**src/rtl/dstc_pkg.sv**
```systemverilog
// Shared types and constants for the disk sector to CHS command unit.
package dstc_pkg;

    // Default width of the relative sector input.
    localparam int SECTOR_WIDTH_DEF = 64;

    // Width of the cylinder-head-sector dividend and of the block address.
    localparam int CHS_W   = 32;
    localparam int BLOCK_W = 64;

    // Geometry register widths, which are also the divisor widths.
    localparam int SPT_W  = 6;
    localparam int HEAD_W = 9;

    // Configuration port widths.
    localparam int CFG_IDX_W  = 3;
    localparam int CFG_DATA_W = 64;

    // Request status codes.
    typedef enum logic [1:0] {
        ST_LBA   = 2'd0,
        ST_CHS   = 2'd1,
        ST_NOMAP = 2'd2,
        ST_BIG   = 2'd3
    } status_t;

    // Configuration register indexes.
    typedef enum logic [CFG_IDX_W-1:0] {
        CFG_DISK_MAPPED = 3'd0,
        CFG_USE_LBA     = 3'd1,
        CFG_DRIVE       = 3'd2,
        CFG_START       = 3'd3,
        CFG_SPT         = 3'd4,
        CFG_HEADS       = 3'd5
    } cfg_index_t;

    // Command code that carries no buffer.
    localparam logic [1:0] FUNC_VERIFY = 2'd2;

    // Fields that travel alongside the division through every cell.
    typedef struct packed {
        status_t           status;
        logic [1:0]        command;
        logic [7:0]        count;
        logic [31:0]       buffer;
        logic [SPT_W-1:0]  sect;
    } dstc_side_t;

endpackage

```
**src/rtl/dstc_cell.sv**
```systemverilog
// One restoring-division cell: retires one quotient bit per beat.
module dstc_cell #(
    parameter int DIV_W = dstc_pkg::SPT_W
) (
    input  logic                       clk,
    input  logic                       rst_n,
    input  logic [DIV_W-1:0]           divisor,
    input  logic                       in_valid,
    input  logic [DIV_W-1:0]           in_rem,
    input  logic [dstc_pkg::CHS_W-1:0] in_word,
    input  dstc_pkg::dstc_side_t       in_side,
    output logic                       out_valid,
    output logic [DIV_W-1:0]           out_rem,
    output logic [dstc_pkg::CHS_W-1:0] out_word,
    output dstc_pkg::dstc_side_t       out_side
);
    import dstc_pkg::*;

    logic [DIV_W:0]   trial;
    logic [DIV_W:0]   diff;
    logic             fits;
    logic [DIV_W-1:0] rem_next;
    logic [CHS_W-1:0] word_next;

    logic             valid_reg;
    logic [DIV_W-1:0] rem_reg;
    logic [CHS_W-1:0] word_reg;
    dstc_side_t       side_reg;

    // Bring down the next dividend bit and try the subtraction. The word
    // shifts the dividend out at the top and the quotient in at the bottom.
    always_comb
    begin
        trial     = {in_rem, in_word[CHS_W-1]};
        diff      = trial - {1'b0, divisor};
        fits      = (trial >= {1'b0, divisor});
        rem_next  = fits ? diff[DIV_W-1:0] : trial[DIV_W-1:0];
        word_next = {in_word[CHS_W-2:0], fits};
    end

    // Valid flag.
    always_ff @(posedge clk or negedge rst_n)
    begin
        if (!rst_n)
        begin
            valid_reg <= 1'b0;
        end
        else
        begin
            valid_reg <= in_valid;
        end
    end

    // Payload.
    always_ff @(posedge clk)
    begin
        rem_reg  <= rem_next;
        word_reg <= word_next;
        side_reg <= in_side;
    end

    assign out_valid = valid_reg;
    assign out_rem   = rem_reg;
    assign out_word  = word_reg;
    assign out_side  = side_reg;

endmodule

```
**src/rtl/dstc_chain.sv**
```systemverilog
// A row of division cells giving a full quotient and remainder.
module dstc_chain #(
    parameter int DIV_W = dstc_pkg::SPT_W
) (
    input  logic                       clk,
    input  logic                       rst_n,
    input  logic [DIV_W-1:0]           divisor,
    input  logic                       in_valid,
    input  logic [dstc_pkg::CHS_W-1:0] in_dividend,
    input  dstc_pkg::dstc_side_t       in_side,
    output logic                       out_valid,
    output logic [DIV_W-1:0]           out_rem,
    output logic [dstc_pkg::CHS_W-1:0] out_quot,
    output dstc_pkg::dstc_side_t       out_side
);
    import dstc_pkg::*;

    logic [CHS_W:0]   valid_tap;
    logic [DIV_W-1:0] rem_tap  [CHS_W+1];
    logic [CHS_W-1:0] word_tap [CHS_W+1];
    dstc_side_t       side_tap [CHS_W+1];

    // The first cell starts from a zero remainder.
    assign valid_tap[0] = in_valid;
    assign rem_tap[0]   = '0;
    assign word_tap[0]  = in_dividend;
    assign side_tap[0]  = in_side;

    // One cell per dividend bit, most significant first.
    for (genvar i = 0; i < CHS_W; i++)
    begin : g_cell
        dstc_cell #(
            .DIV_W (DIV_W)
        ) u_cell (
            .clk       (clk),
            .rst_n     (rst_n),
            .divisor   (divisor),
            .in_valid  (valid_tap[i]),
            .in_rem    (rem_tap[i]),
            .in_word   (word_tap[i]),
            .in_side   (side_tap[i]),
            .out_valid (valid_tap[i+1]),
            .out_rem   (rem_tap[i+1]),
            .out_word  (word_tap[i+1]),
            .out_side  (side_tap[i+1])
        );
    end

    assign out_valid = valid_tap[CHS_W];
    assign out_rem   = rem_tap[CHS_W];
    assign out_quot  = word_tap[CHS_W];
    assign out_side  = side_tap[CHS_W];

endmodule

```
**src/rtl/disk_sector_to_chs_command_unit.sv**
```systemverilog
// Top level: disk command to logical block or cylinder-head-sector request.
//
//  channel  | handshake          | beat contents
//  ---------+--------------------+-----------------------------------------------
//  command  | start, busy        | func, sector, sector_count, buffer_address
//  request  | done (strobe)      | status, command, block_address, cyl_sector_word,
//           |                    | head_drive_word, count_out, buffer_out
//  config   | cfg_we             | cfg_index, cfg_data
//
// One command is taken every cycle while busy is low. In logical block mode and
// while no disk is mapped the request follows in the cycle after the command.
// In cylinder-head-sector mode it passes through an entry stage, two rows of
// 32 one-bit division cells (sectors per track, then heads) and the output
// register. busy is high only in the first cycle after reset; there is no
// clearing pass. The receiver cannot stall, so no stage ever holds.
module disk_sector_to_chs_command_unit #(
    parameter int SECTOR_WIDTH = dstc_pkg::SECTOR_WIDTH_DEF
) (
    input  logic                            clk,
    input  logic                            rst_n,
    input  logic                            start,
    output logic                            busy,
    input  logic [1:0]                      func,
    input  logic [SECTOR_WIDTH-1:0]         sector,
    input  logic [7:0]                      sector_count,
    input  logic [31:0]                     buffer_address,
    output logic                            done,
    output logic [1:0]                      status,
    output logic [1:0]                      command,
    output logic [dstc_pkg::BLOCK_W-1:0]    block_address,
    output logic [15:0]                     cyl_sector_word,
    output logic [15:0]                     head_drive_word,
    output logic [7:0]                      count_out,
    output logic [31:0]                     buffer_out,
    input  logic                            cfg_we,
    input  logic [dstc_pkg::CFG_IDX_W-1:0]  cfg_index,
    input  logic [dstc_pkg::CFG_DATA_W-1:0] cfg_data
);
    import dstc_pkg::*;

    // Configuration registers.
    logic               disk_mapped_reg;
    logic               use_lba_reg;
    logic [7:0]         drive_number_reg;
    logic [BLOCK_W-1:0] start_sector_reg;
    logic [SPT_W-1:0]   spt_reg;
    logic [HEAD_W-1:0]  heads_reg;

    logic               busy_reg;

    // Input decode.
    logic               accept;
    logic               short_mode;
    logic               short_acc;
    logic [BLOCK_W-1:0] sec_ext;
    logic               too_large;
    logic [31:0]        buf_pass;
    logic [SPT_W-1:0]   spt_eff;
    logic [HEAD_W-1:0]  heads_eff;

    // Entry stage of the division path.
    logic               s0_valid_next;
    logic [CHS_W-1:0]   s0_rel_next;
    dstc_side_t         s0_side_next;
    logic               s0_valid_reg;
    logic [CHS_W-1:0]   s0_rel_reg;
    dstc_side_t         s0_side_reg;

    // Division rows.
    logic               c1_valid;
    logic [SPT_W-1:0]   c1_rem;
    logic [CHS_W-1:0]   c1_quot;
    dstc_side_t         c1_side;
    dstc_side_t         mid_side;
    logic               c2_valid;
    logic [HEAD_W-1:0]  c2_rem;
    logic [CHS_W-1:0]   c2_quot;
    dstc_side_t         c2_side;

    // Output stage.
    logic               done_next;
    status_t            status_next;
    logic [1:0]         command_next;
    logic [BLOCK_W-1:0] block_next;
    logic [15:0]        cs_word_next;
    logic [15:0]        hd_word_next;
    logic [7:0]         count_next;
    logic [31:0]        buffer_next;
    logic               done_reg;
    status_t            status_reg;
    logic [1:0]         command_reg;
    logic [BLOCK_W-1:0] block_reg;
    logic [15:0]        cs_word_reg;
    logic [15:0]        hd_word_reg;
    logic [7:0]         count_reg;
    logic [31:0]        buffer_reg;

    // Configuration writes; unknown indexes are ignored.
    always_ff @(posedge clk or negedge rst_n)
    begin
        if (!rst_n)
        begin
            disk_mapped_reg  <= 1'b0;
            use_lba_reg      <= 1'b0;
            drive_number_reg <= 8'd128;
            start_sector_reg <= '0;
            spt_reg          <= SPT_W'(63);
            heads_reg        <= HEAD_W'(255);
        end
        else if (cfg_we)
        begin
            unique case (cfg_index)
                CFG_DISK_MAPPED: disk_mapped_reg  <= cfg_data[0];
                CFG_USE_LBA:     use_lba_reg      <= cfg_data[0];
                CFG_DRIVE:       drive_number_reg <= cfg_data[7:0];
                CFG_START:       start_sector_reg <= cfg_data[BLOCK_W-1:0];
                CFG_SPT:         spt_reg          <= cfg_data[SPT_W-1:0];
                CFG_HEADS:       heads_reg        <= cfg_data[HEAD_W-1:0];
                default:         ;
            endcase
        end
    end

    // Busy for the first cycle out of reset only.
    always_ff @(posedge clk or negedge rst_n)
    begin
        if (!rst_n)
        begin
            busy_reg <= 1'b1;
        end
        else
        begin
            busy_reg <= 1'b0;
        end
    end

    assign busy = busy_reg;

    // Command decode. Unmapped and logical block commands take the short path.
    // The user must change configuration only while nothing is in flight; the block
    // does not enforce this. Then the two paths never deliver in the same cycle.
    always_comb
    begin
        accept     = start && !busy_reg;
        short_mode = !disk_mapped_reg || use_lba_reg;
        short_acc  = accept && short_mode;
        sec_ext    = BLOCK_W'(sector);
        too_large  = |sec_ext[BLOCK_W-1:CHS_W];
        buf_pass   = (func == FUNC_VERIFY) ? 32'd0 : buffer_address;
        spt_eff    = (spt_reg == '0) ? SPT_W'(1) : spt_reg;
        heads_eff  = (heads_reg == '0) ? HEAD_W'(1) : heads_reg;
    end

    // Entry stage: relative sector plus partition start, 32-bit wrap.
    always_comb
    begin
        s0_valid_next = accept && !short_mode;
        s0_rel_next   = sec_ext[CHS_W-1:0] + start_sector_reg[CHS_W-1:0];
        if (too_large)
        begin
            s0_side_next        = '0;
            s0_side_next.status = ST_BIG;
        end
        else
        begin
            s0_side_next.status  = ST_CHS;
            s0_side_next.command = func;
            s0_side_next.count   = sector_count;
            s0_side_next.buffer  = buf_pass;
            s0_side_next.sect    = '0;
        end
    end

    always_ff @(posedge clk or negedge rst_n)
    begin
        if (!rst_n)
        begin
            s0_valid_reg <= 1'b0;
        end
        else
        begin
            s0_valid_reg <= s0_valid_next;
        end
    end

    always_ff @(posedge clk)
    begin
        s0_rel_reg  <= s0_rel_next;
        s0_side_reg <= s0_side_next;
    end

    // First row: divide by sectors per track.
    dstc_chain #(
        .DIV_W (SPT_W)
    ) u_spt_chain (
        .clk         (clk),
        .rst_n       (rst_n),
        .divisor     (spt_eff),
        .in_valid    (s0_valid_reg),
        .in_dividend (s0_rel_reg),
        .in_side     (s0_side_reg),
        .out_valid   (c1_valid),
        .out_rem     (c1_rem),
        .out_quot    (c1_quot),
        .out_side    (c1_side)
    );

    // The sector number is the remainder plus one.
    always_comb
    begin
        mid_side      = c1_side;
        mid_side.sect = c1_rem + SPT_W'(1);
    end

    // Second row: divide the track number by heads.
    dstc_chain #(
        .DIV_W (HEAD_W)
    ) u_head_chain (
        .clk         (clk),
        .rst_n       (rst_n),
        .divisor     (heads_eff),
        .in_valid    (c1_valid),
        .in_dividend (c1_quot),
        .in_side     (mid_side),
        .out_valid   (c2_valid),
        .out_rem     (c2_rem),
        .out_quot    (c2_quot),
        .out_side    (c2_side)
    );

    // Result selection and packing of the BIOS words.
    always_comb
    begin
        done_next = short_acc || c2_valid;
        priority if (short_acc)
        begin
            cs_word_next = '0;
            hd_word_next = '0;
            if (!disk_mapped_reg)
            begin
                status_next  = ST_NOMAP;
                command_next = '0;
                block_next   = '0;
                count_next   = '0;
                buffer_next  = '0;
            end
            else
            begin
                status_next  = ST_LBA;
                command_next = func;
                block_next   = sec_ext + start_sector_reg;
                count_next   = sector_count;
                buffer_next  = buf_pass;
            end
        end
        else
        begin
            status_next  = c2_side.status;
            command_next = c2_side.command;
            block_next   = '0;
            count_next   = c2_side.count;
            buffer_next  = c2_side.buffer;
            if (c2_side.status == ST_CHS)
            begin
                cs_word_next = {c2_quot[7:0], 8'd0} | {c2_quot[17:8], 6'd0}
                             | {10'd0, c2_side.sect};
                hd_word_next = {c2_rem[7:0], drive_number_reg};
            end
            else
            begin
                cs_word_next = '0;
                hd_word_next = '0;
            end
        end
    end

    always_ff @(posedge clk or negedge rst_n)
    begin
        if (!rst_n)
        begin
            done_reg <= 1'b0;
        end
        else
        begin
            done_reg <= done_next;
        end
    end

    always_ff @(posedge clk)
    begin
        status_reg  <= status_next;
        command_reg <= command_next;
        block_reg   <= block_next;
        cs_word_reg <= cs_word_next;
        hd_word_reg <= hd_word_next;
        count_reg   <= count_next;
        buffer_reg  <= buffer_next;
    end

    assign done            = done_reg;
    assign status          = status_reg;
    assign command         = command_reg;
    assign block_address   = block_reg;
    assign cyl_sector_word = cs_word_reg;
    assign head_drive_word = hd_word_reg;
    assign count_out       = count_reg;
    assign buffer_out      = buffer_reg;

    // A short-path command is answered in the very next cycle.
    a_short_latency: assert property (@(posedge clk) disable iff (!rst_n)
        short_acc |=> done)
        else $error("short-path command not answered in the next cycle");

    // The division rows never deliver while the short path is taking a beat.
    a_no_collision: assert property (@(posedge clk) disable iff (!rst_n)
        c2_valid |-> !short_acc)
        else $error("division result collides with a short-path beat");

    // A cylinder request always carries a sector number of at least one and a zero block address.
    a_chs_sector: assert property (@(posedge clk) disable iff (!rst_n)
        (done && status == ST_CHS) |-> (cyl_sector_word[5:0] != '0 && block_address == '0))
        else $error("malformed cylinder request");

    // Error results carry nothing but their status.
    a_error_empty: assert property (@(posedge clk) disable iff (!rst_n)
        (done && (status == ST_NOMAP || status == ST_BIG)) |->
        (cyl_sector_word == '0 && head_drive_word == '0 && count_out == '0
         && buffer_out == '0 && block_address == '0))
        else $error("error result carries payload");

endmodule

```
**config.mk**
```make
export PLATFORM = sky130hd
export DESIGN_NAME = disk_sector_to_chs_command_unit
export DESIGN_NICKNAME = d
export VERILOG_FILES = /design/src/rtl/dstc_pkg.sv /design/src/rtl/dstc_cell.sv /design/src/rtl/dstc_chain.sv /design/src/rtl/disk_sector_to_chs_command_unit.sv
export SDC_FILE = /design/constraint.sdc
export NUM_CORES = 2
export LEC_CHECK = 0
export ABC_AREA = 1
export ABC_CLOCK_PERIOD_IN_PS = 4200
export BUFFER_PORTS_ARGS = -buffer_cell sky130_fd_sc_hd__buf_4
export CAP_MARGIN = 10
export CELL_PAD_IN_SITES_DETAIL_PLACEMENT = 1
export CELL_PAD_IN_SITES_GLOBAL_PLACEMENT = 1
export CORE_ASPECT_RATIO = 1.2
export CORE_MARGIN = 3
export CORE_UTILIZATION = 45
export CTS_CLUSTER_SIZE = 8
export DETAILED_ROUTE_END_ITERATION = 8
export PLACE_DENSITY = 0.83
export RECOVER_POWER = 25
export SLEW_MARGIN = 20
export SYNTH_ARGS = -nofsm -noshare
export SYNTH_HDL_FRONTEND = slang
export SYNTH_SLANG_ARGS = --single-unit
```
**constraint.sdc**
```tcl
create_clock -name clk -period 4.2 [get_ports clk]
set_clock_uncertainty 0.1 [all_clocks]
set_input_delay 0.84 -clock clk [delete_from_list [all_inputs] [get_ports clk]]
set_output_delay 0.84 -clock clk [all_outputs]
set_load 0.02 [all_outputs]
```
==> flow_metrics.env <==
export IMPL_htreeDepth=6
export IMPL_path_clk_slew_ns=0.06
export IMPL_cp_arrival_ns=4.97
export IMPL_ys_seq_area_frac=0.782
export IMPL_layout_drive_gt1_share=0.109
export IMPL_final_period_utilization=0.992
export IMPL_cpPeakStageDelay_ns=0.59
export IMPL_hp_class="in -> reg"
export IMPL_synthTopCellsByArea="dfxtp_1 (75%), ha_1 (4.7%), nand2_1 (3.3%), a21oi_1 (2.6%), dfrtp_1 (2.5%)"
export IMPL_dr_total_vias=79500
export IMPL_synth_warnings=0
export IMPL_io_buffers=318
export IMPL_synth_distinct_cells=42
export IMPL_grt_pass1_wl_mm=578
export IMPL_crit_type="reg -> reg"
export IMPL_grt_max_degree=74
export IMPL_synth_cells=10800
export IMPL_clk_path_buf_depth=4
export IMPL_final_antenna_net_count=0
export IMPL_rows=224
export IMPL_crit_start="heads_reg[1]$_DFFE_PN1P_"
export IMPL_setup_total_negative_slack_ns=0
export IMPL_cts_root_buf="clkbuf_16"
export IMPL_cp_required_ns=5.00
export IMPL_finalHoldViolCount=0
export IMPL_numClockSinks=5485
export IMPL_ys_async_sr_fraction=0.0284
export IMPL_wire_per_inst_um=23.9
export IMPL_synth_largest_area_cell="dfxtp_1"
export IMPL_synthAdderAreaFrac=0.0561
export IMPL_die_w_um=518
export IMPL_dieHeight_um=620
export IMPL_drv_slew=0
export IMPL_r2r_start="heads_reg[1]$_DFFE_PN1P_"
export IMPL_synth_simple_gate_area_frac=0.0666
export IMPL_cts_buffers=757
export IMPL_muxShareOfSynthArea=0.00438
export IMPL_layout_min_cycle_time_ns=4.17
export IMPL_end_kind="flip-flop"
export IMPL_drc=0
export IMPL_worst_slew_pin_slew_ns=1.10
export IMPL_ios=319
export IMPL_syn_area_mm2=0.141
export IMPL_clk_latency_ns=1.11
export IMPL_grt_antenna_before_repair=21
export IMPL_grt_pass1_vias=91600
export IMPL_design_core_area_mm2=0.311
export IMPL_synth_top_area_frac=0.754
export IMPL_wirelength_mm=386
export IMPL_maxCapViolations=0
export IMPL_grt_usage=0.237
export IMPL_synth_top_family_by_area="simple AND/OR/NAND/NOR gates"
export IMPL_critPathMaxFanout=32
export IMPL_synth_edff_count=0
export IMPL_gp_congestion=0.903
export IMPL_area_delta_synth_final_pct=20.3
export IMPL_worstSetupStartpointType="flip-flop"
export IMPL_drtPass1Iterations=7
export IMPL_p_leak_nw=74.4
export IMPL_avgSynthCellArea_um2=13.1
export IMPL_final_core_util=0.546
export IMPL_cts_setup_buffers=0
export IMPL_ys_ff_latch=5485
export IMPL_outcome="finished clean"
export IMPL_vdd_drop_max_v=0.000562
export IMPL_hold_start="buffer_address[5]"
export IMPL_synthFlopType="dfxtp_1"
export IMPL_hpwl_mm=181
export IMPL_setup_viol=0
export IMPL_crit_slowest_cell="dfstp_2"
export IMPL_place_ws_ns=0.706
export IMPL_worst_path_most_repeated_cell="nand2_1"
export IMPL_synth_common_cells="dfxtp_1 (5329), nand2_1 (1237), a21oi_1 (733)"
export IMPL_synthXorXnorAreaFrac=0.0216
export IMPL_fin_cells=16200
export IMPL_whs_ns=0.0435
export IMPL_dp_cells=15200
export IMPL_via_per_inst=4.91
export IMPL_cp_cell_sequence="clkinvlp_4, nand4_1, nor2_1, or2_2, buf_12, ha_1, inv_1, fa_1, nand3_1, nand2_1, a21oi_2, o21ai_1, nand2_1, nand2_4, nand2_1, o21ai_0"
export IMPL_synth_fp_nets=11600
export IMPL_yosysMostFrequentCell="dfxtp_1"
export IMPL_nFillCells=30200
export IMPL_fin_nets=12700
export IMPL_largest_reg_flops=1568
export IMPL_drt_iter0_drc=4335
export IMPL_synth_compound_area_frac=0.0461
export IMPL_start_util=0.454
export IMPL_dieArea_mm2=0.321
export IMPL_cts_tree="yes"
export IMPL_setup_slack_ns=0.0332
export IMPL_slew_headroom=0.267
export IMPL_max_freq_mhz=240
export IMPL_pwr_density_cell_mw_per_mm2=903
export IMPL_overflow=0
## worst max-delay path: cells and delay by family, from the launching register on
kind                       cells  cell delay (ns)
AOI/OAI and AO/OA              3             0.72
DFF                            1             0.59
buffers and inverters          3             0.62
and+or+nand+nor                8             1.46
adders and majority gates      2             0.46
## through the flow
step	power (W)	area [um2]
final	0.154	170000
after detailed placement	0.0949	149000
after global routing	0.161	170000
after global placement	0.0931	149000
after CTS	0.153	170000
after floorplan	0.0867	141000
## cell type report
class | instances | area, um2 | share of cell area
multi-input cells | 4516 | 27600 | 0.162
repair buffers | 431 | 3520 | 0.0207
inverters | 705 | 2650 | 0.0156
flip-flops and latches | 5485 | 111000 | 0.650
clock inverters | 54 | 1230 | 0.00721
clock buffers | 814 | 19300 | 0.113
well taps | 4181 | 5230 | 0.0307
diodes | 11 | 27.5 | 0.000162
## routing by layer
metal	routed length [um]	global-route usage	up-vias
met5	91	0	-
met4	22900	0.134	16
met3	17600	0.0486	1282
met2	208000	0.451	2544
met1	138000	0.239	39200
li1	-	-	36500
## logic make-up after synthesis
kind of cell             Yosys count
flip-flops                      5485
AND/OR/NAND/NOR                 2342
AO/OA/AOI/OAI                   1176
buffers and inverters            803
adder cells (fa/ha/maj)          596
XOR/XNOR                         346
multiplexers                      55
other                              1
## power by group
part / internal [W] / total (W) / switching (W)
clock network: 0.0323 / 0.0561 / 0.0238
registers: 0.0627 / 0.0678 / 0.00501
logic: 0.0110 / 0.0298 / 0.0188
## cell usage in the layout (no fill, tap or decap), types with 16 or more instances in the layout
master / n
a211oi_1: 30
a21o_1: 60
a21oi_1: 729
a221oi_1: 30
a311oi_1: 28
a31oi_1: 35
buf_4: 334
clkbuf_1: 49
clkbuf_16: 762
clkinv_16: 29
dfrtp_1: 140
dfstp_2: 16
dfxtp_1: 5329
dlygate4sd3_1: 92
fa_1: 63
ha_1: 533
inv_1: 699
mux2_2: 55
nand2_1: 1231
nand2_2: 36
nand3_1: 231
nor2_1: 732
nor3_1: 38
nor4_1: 18
o21ai_0: 166
o21ai_1: 42
o21bai_1: 41
xnor2_1: 183
xor2_1: 160
## worst paths after layout
path	end	slack [ns]	depth (start not counted)
setup / recovery	u_head_chain.g_cell[1].u_cell.out_rem[7]$_DFF_P_	0.03	16
hold / removal	s0_side_reg[11]$_SDFF_PP0_	0.04	3
setup reg to reg	u_head_chain.g_cell[1].u_cell.out_rem[7]$_DFF_P_	0.03	16
hold reg to reg	u_head_chain.g_cell[5].u_cell.out_word[6]$_DFF_P_	0.15	0
max in group asynchronous	u_spt_chain.g_cell[7].u_cell.out_valid$_DFF_PN0_	2.75	3
min in group asynchronous	start_sector_reg[32]$_DFFE_PN0P_	0.21	2
## what timing repair did
item,in CTS,in global routing
gates resized for setup,0,11
hold buffers,92,0
endpoints found under the hold margin,163,0
setup endpoints to repair,0,27
No activity file was read; power rests on OpenSTA's default activity.
